**config.mk**
```make
export PLATFORM = sky130hd
export DESIGN_NAME = ptqm_ctrl
export DESIGN_NICKNAME = d
export VERILOG_FILES = /design/src/hdl/per_target_task_queue_manager_top_defines.svh /design/src/hdl/ptqm_pkg.sv /design/src/hdl/ptqm_ctrl.sv
export SDC_FILE = /design/constraint.sdc
export NUM_CORES = 1
export LEC_CHECK = 0
export BUFFER_PORTS_ARGS = -buffer_cell sky130_fd_sc_hd__buf_2
export CAP_MARGIN = 20
export CORE_AREA = 3 3 40 42
export DETAILED_ROUTE_END_ITERATION = 6
export DIE_AREA = 0 0 43 45
export PLACE_DENSITY_LB_ADDON = 0.1
export SLEW_MARGIN = 20
export SYNTH_ARGS = -nofsm -noshare
export SYNTH_HDL_FRONTEND = slang
export SYNTH_SLANG_ARGS = --single-unit
```
**constraint.sdc**
```tcl
create_clock -name clk -period 1.2 [get_ports clk]
set_clock_uncertainty 0.2 [all_clocks]
set_input_delay 0.06 -clock clk [delete_from_list [all_inputs] [get_ports clk]]
set_output_delay 0.06 -clock clk [all_outputs]
set_load 0.02 [all_outputs]
```
**src/hdl/per_target_task_queue_manager_top_defines.svh**
```systemverilog
// Assertion macros for the per-target task queue manager.
`ifndef PER_TARGET_TASK_QUEUE_MANAGER_TOP_DEFINES_SVH
`define PER_TARGET_TASK_QUEUE_MANAGER_TOP_DEFINES_SVH

`ifndef SYNTHESIS
// Checked on every rising clk edge outside reset.
`define PTQM_ASSERT(lbl, prop, msg) \
  lbl: assert property (@(posedge clk) disable iff (rst) (prop)) else $error(msg);
// Checked on every rising clk edge, reset included.
`define PTQM_ASSERT_ALWAYS(lbl, prop, msg) \
  lbl: assert property (@(posedge clk) (prop)) else $error(msg);
`else
`define PTQM_ASSERT(lbl, prop, msg)
`define PTQM_ASSERT_ALWAYS(lbl, prop, msg)
`endif

`endif

```
**src/hdl/ptqm_pkg.sv**
```systemverilog
// Shared types, sizes and codes of the per-target task queue manager.
package ptqm_pkg;

  localparam int MAX_TARGETS = 16;
  localparam int QUEUE_DEPTH = 64;

  // Fixed field widths
  localparam int TID_W    = 4;
  localparam int LEN_W    = 48;
  localparam int PATH_W   = 16;
  localparam int STS_W    = 3;
  localparam int QLIM_W   = 7;
  localparam int CFG_IDX_W = 3;
  localparam int CFG_DATA_W = 8;

  // Targets that can be stored: the id field caps them at 16
  localparam int TGT_N   = (MAX_TARGETS < (1 << TID_W)) ? MAX_TARGETS : (1 << TID_W);
  localparam int IDX_W   = (TGT_N > 1) ? $clog2(TGT_N) : 1;
  localparam int PTR_W   = $clog2(QUEUE_DEPTH);
  localparam int CNT_W   = PTR_W + 1;
  localparam int CAP_W   = (CNT_W > QLIM_W) ? CNT_W : QLIM_W;
  localparam int MEM_DEPTH = TGT_N * QUEUE_DEPTH;
  localparam int ADDR_W  = $clog2(MEM_DEPTH);
  localparam int BUSY_W  = $clog2(TGT_N + 1);
  localparam int STEP_W  = (TID_W > 1) ? $clog2(TID_W) : 1;

  typedef enum logic [1:0] {
    ACT_PUT,
    ACT_GET,
    ACT_FINISH,
    ACT_TICK
  } ptqm_action_t;

  localparam logic [STS_W-1:0] STS_OK        = STS_W'(0);
  localparam logic [STS_W-1:0] STS_FULL      = STS_W'(1);
  localparam logic [STS_W-1:0] STS_UNMANAGED = STS_W'(2);
  localparam logic [STS_W-1:0] STS_EMPTY     = STS_W'(3);
  localparam logic [STS_W-1:0] STS_IDLE      = STS_W'(4);

  localparam logic [CFG_IDX_W-1:0] CFG_TARGET_COUNT   = CFG_IDX_W'(0);
  localparam logic [CFG_IDX_W-1:0] CFG_OWNER_COUNT    = CFG_IDX_W'(1);
  localparam logic [CFG_IDX_W-1:0] CFG_OWNER_INDEX    = CFG_IDX_W'(2);
  localparam logic [CFG_IDX_W-1:0] CFG_PRODUCER_TOTAL = CFG_IDX_W'(3);
  localparam logic [CFG_IDX_W-1:0] CFG_QUEUE_LIMIT    = CFG_IDX_W'(4);

  typedef enum logic [1:0] {
    S_IDLE,
    S_MOD,
    S_EXEC
  } ptqm_state_t;

  typedef struct packed {
    logic kind;
    logic [PATH_W-1:0] path;
    logic [LEN_W-1:0] start;
    logic [LEN_W-1:0] length;
  } ptqm_task_t;

  // Controller to datapath
  typedef struct packed {
    logic load;    // capture the request beat, start remainder
    logic step;    // one remainder bit
    logic commit;  // apply request, load result register
  } ptqm_cmd_t;

  // Datapath to controller
  typedef struct packed {
    logic out_free;
  } ptqm_sts_t;

endpackage

```
**src/hdl/ptqm_ctrl.sv**
```systemverilog
// Request sequencer of the per-target task queue manager.
module ptqm_ctrl (
  input  logic                clk,
  input  logic                rst,
  input  logic                in_valid,
  output logic                in_stall,
  input  ptqm_pkg::ptqm_sts_t sts,
  output ptqm_pkg::ptqm_cmd_t cmd
);

  ptqm_pkg::ptqm_state_t state, state_next;
  logic [ptqm_pkg::STEP_W-1:0] step_cnt, step_cnt_next;

  always_ff @(posedge clk) begin
    if (rst) begin
      state    <= ptqm_pkg::S_IDLE;
      step_cnt <= '0;
    end else begin
      state    <= state_next;
      step_cnt <= step_cnt_next;
    end
  end

  always_comb begin
    state_next    = state;
    step_cnt_next = step_cnt;
    cmd           = '0;
    in_stall      = 1'b1;
    unique case (state)
      ptqm_pkg::S_IDLE: begin
        in_stall = 1'b0;
        if (in_valid) begin
          cmd.load      = 1'b1;
          step_cnt_next = '0;
          state_next    = ptqm_pkg::S_MOD;
        end
      end
      ptqm_pkg::S_MOD: begin
        cmd.step      = 1'b1;
        step_cnt_next = step_cnt + 1'b1;
        if (step_cnt == ptqm_pkg::STEP_W'(ptqm_pkg::TID_W - 1)) begin
          state_next = ptqm_pkg::S_EXEC;
        end
      end
      ptqm_pkg::S_EXEC: begin
        if (sts.out_free) begin
          cmd.commit = 1'b1;
          state_next = ptqm_pkg::S_IDLE;
        end
      end
      default: begin
        state_next = ptqm_pkg::S_IDLE;
      end
    endcase
  end

endmodule

```
# Word-level counts from Yosys, hierarchy flattened

Index checks and enable logic that the tools add are counted.

$add $sub $neg: 1
Equal/unequal tests: 6
Multiplexer cells: 12
Reductions and logical operators: 4

Operators by type and width:

| kind                  | count |
|---|---|
| $mux W2               | 4 |
| $mux W1               | 6 |
| $ne A2 B2 Y1 const B  | 3 |
| $pmux W2 S3           | 1 |
| $eq A2 B2 Y1 const B  | 2 |
| $pmux W2 S2           | 1 |
| $reduce_and A3 Y1     | 1 |
| $add A2 B1 Y2 const B | 1 |
| $eq A2 B1 Y1 const B  | 1 |
| $logic_not A2 Y1      | 1 |
| $reduce_and A2 Y1     | 1 |
| $reduce_bool A2 Y1    | 1 |

Register bits: 4
Input bits: 4
Output and inout bits: 4
Word-level logic and storage cells: 25

# Depth between registers and ports, before layout

Word-level depth: 3
Mapped depth: 3
Depth with buffers taken out: 3

# Least setup slack after synthesis

No wires, ideal clock.

Kind: register to output
From: register state[0]
To: output cmd[2] (netlist bit)
Data arrival time: 0.962 ns
Required time: 0.940 ns
Slack: -0.022 ns
Stages on the path, launching flop included: 3
Buffers on the path: 0
Cell sequence: dfxtp_1 > or2_1 > nor2_1

RTL lines:

| item                   | line            | RTL |
|---|---|---|
| from (decl)            | ptqm_ctrl.sv:11 | `ptqm_pkg::ptqm_state_t state, state_next;` |
| from (signal assigned) | ptqm_ctrl.sv:16 | `state <= ptqm_pkg::S_IDLE;` |
| from (signal assigned) | ptqm_ctrl.sv:19 | `state <= state_next;` |
| to (decl)              | ptqm_ctrl.sv:8  | `output ptqm_pkg::ptqm_cmd_t cmd` |

==> results.md <==
- CP max stage cell: dfxtp_2
- Reg2Reg Depth: 4
- Grt ovf: 0
- Std-Cell Rows: 13
- CTS tree: yes
- FF-to-FF setup slack: around 0.060 ns
- Max-slew violations: 0
- Startpoint types: flop
- Reg-to-reg startpoint: state[0]
- Mean routed wirelength per cell: 9.49 microns
- Port Buffers: 7
- Mapped Avg Cell Area: between 9 and 10 sq um
- Worst-Margin Slew: ~0.19 ns
- Detailed Route Iter0 Violations: 0
- Post-layout util: 26.9%
- FILL cells: 143
- Largest net degree at the start of global routing: 7
- Synth Instances: 21
- Hold slack: 0.256 ns
- Fin nets: 41
- Pleak: 0.154 nW
- Worst min path class: flop to flop
- Status: finished, violations left
- DP HPWL: 326 microns
- Clk sink count: 4
- Setup ws final: -0.0892 ns
- Commonest non-fill, non-tap cells in the layout: buf_2 (4), clkbuf_4 (3), dlygate4sd3_1 (3), buf_6 (3)
- Post-Syn Nets: 26
- Number of vias per cell: 3.84
- Synth unique cells: 16
- Crit path DAT: 1.03 ns
- Sequential share of the synthesized area: 39.0%
- Slew headroom: 87.1%
- Buffers & Inverters on Critical Path: 1
- Fmax: 776 MHz
- Critical path's top delay family: simple AND/OR/NAND/NOR gates
- Yosys synthesis warning count: 0
- Global placer's final weighted congestion: 0.655
- Min cycle time layout: 1.29 ns
- Gr usage total: 5.67%
- Unrepaired setup endpoints after global routing: yes
- Critical Path Source: state[1]
- CP max FO: 6
- Critical Path Sink: cmd[2]
- Period utilisation layout: 107%
- CTS root buffer: clkbuf_4
- VDD IR max: 0.364 mV
- Initial antenna violation count: 0
- Reg2reg end: step_cnt[0]
- Final hold vios: 0
- First-pass DRT Iterations: 1
- Failing checks: negative setup slack
- Max stage delay on crit path: 0.33 ns
- Ant. Diodes: 0
- Max Cap Viol: 0
- Syn-to-layout area delta: 68.3%
- Die Ht: 45 microns
- Die area: 1940 sq um
- Die Width: about 43 microns
- Antenna-violating nets left: 0
- Residual DRC: 0
- Critical Path, Cell by Cell: or2_4 > nor2_4 > buf_6
- Crit path depth: 3
- Critical path endpoint category: output port
- Clk slew on worst S/H paths: 0.04 ns
- First-pass GRT wire length: 731 microns
- Worst-Skew Late Latency: approximately 0.24 ns
- Layout cells sized above 1: roughly three fifths
- Area of the mapped netlist: 205 sq um
- Ports: 8
- CTS buffer count: 3
- Core Footprint: 1280 sq um
- Clk buf depth: 2
- Number of global-route vias before repair: ~170
- Drt total wl: 465 microns
- Worst Setup Path Type: flop to output port
- Commonest non-fill, non-tap cell in the layout: buf_2
- H-tree levels: 1
- Starting Density: 16.0%
- Power per cell area: 1130 nW/um^2
- Data required, critical path: around 0.94 ns
- Final number of setup-violating endpoints: 3
- Pre-CTS WS: 0.0678 ns
- Routed via count: about 190
- Yosys reg bits: 4
==> cells by family (layout without fill, tap and decap cells) <==
logic type	count (synthesis)	in the layout	synth area share, %
buffers and inverters	2	15	5.49
adder cells (fa/ha/maj)	1	1	6.10
flip-flops	4	4	39.0
AND/OR/NAND/NOR	9	9	26.8
multiplexers	1	1	4.88
AO/OA/AOI/OAI	4	4	17.7
==> layout make-up <==
| class | count | area, sq um | area share, % |
|---|---|---|---|
| Tap cell | 15 | 18.8 | 5.43 |
| Timing Repair Buffer | 11 | 91.3 | 26.4 |
| Inverter | 1 | 3.75 | 1.09 |
| Clock buffer | 3 | 22.5 | 6.52 |
| Multi-Input combinational cell | 15 | 124 | 35.9 |
| Sequential cell | 4 | 85.1 | 24.6 |
==> how the worst min path moves through the flow <==
stage	start	slack [ns]	cells after the start	endpoint
6_report	state[0]	0.26	1	state[0]
5_1_grt	state[0]	0.27	1	state[0]
4_1_cts	state[0]	0.26	1	state[0]
3_5_place_dp	rst	0.09	2	step_cnt[1]
3_3_place_gp	rst	0.09	2	step_cnt[1]
2_1_floorplan	rst	-0.07	1	step_cnt[1]
==> cells in the mapped netlist <==
master | number | share of area [%]
dfxtp_1 | 4 | 39
nor2_1 | 3 | 5.5
a211oi_1 | 1 | 3.7
a21oi_1 | 1 | 2.4
a22oi_2 | 1 | 6.1
and2b_4 | 1 | 4.9
and3b_2 | 1 | 4.9
buf_4 | 1 | 3.7
ha_1 | 1 | 6.1
inv_1 | 1 | 1.8
mux2i_1 | 1 | 4.9
nand2_1 | 1 | 1.8
nand3b_1 | 1 | 3.7
nor2_2 | 1 | 3.1
o21bai_2 | 1 | 5.5
or2_1 | 1 | 3.1
==> per-layer routing <==
metal	track usage (%)	up-vias	share of wire [%]
met4	0	0	0
met1	7.02	78	44
li1	-	99	-
met3	7.17	0	14
met2	6.29	11	42
met5	0	-	0
==> sequential cells by signal, indices dropped and copies added, names as in the netlist <==
signal,flops
step_cnt,2
state,2
==> through the flow <==
stage,instances,TNS [ns],total power (W),area (sq um)
after floorplan,21,0,0.000185,208
after global placement,42,0,0.000201,254
after detailed placement,42,0,0.000201,254
after CTS,49,-0.182,0.000393,334
after global routing,49,-0.315,0.000417,345
final,49,-0.159,0.000391,345
==> what timing repair did <==
| item | CTS | global route |
|---|---|---|
| setup buffers | 1 | 0 |
| hold buffers | 3 | 0 |
| endpoints found under the hold margin | 4 | 0 |
| setup endpoints to repair | 4 | 4 |
| gates resized for setup | 8 | 3 |
==> where the power goes <==
group          leakage (nW)  total [W]  switching, W  internal, W
Combinational         0.106  0.0000749     0.0000343    0.0000406
Clock                0.0138   0.000172     0.0000595     0.000112
Sequential           0.0338   0.000145    0.00000550     0.000139
(Power assumes the default switching activity.)
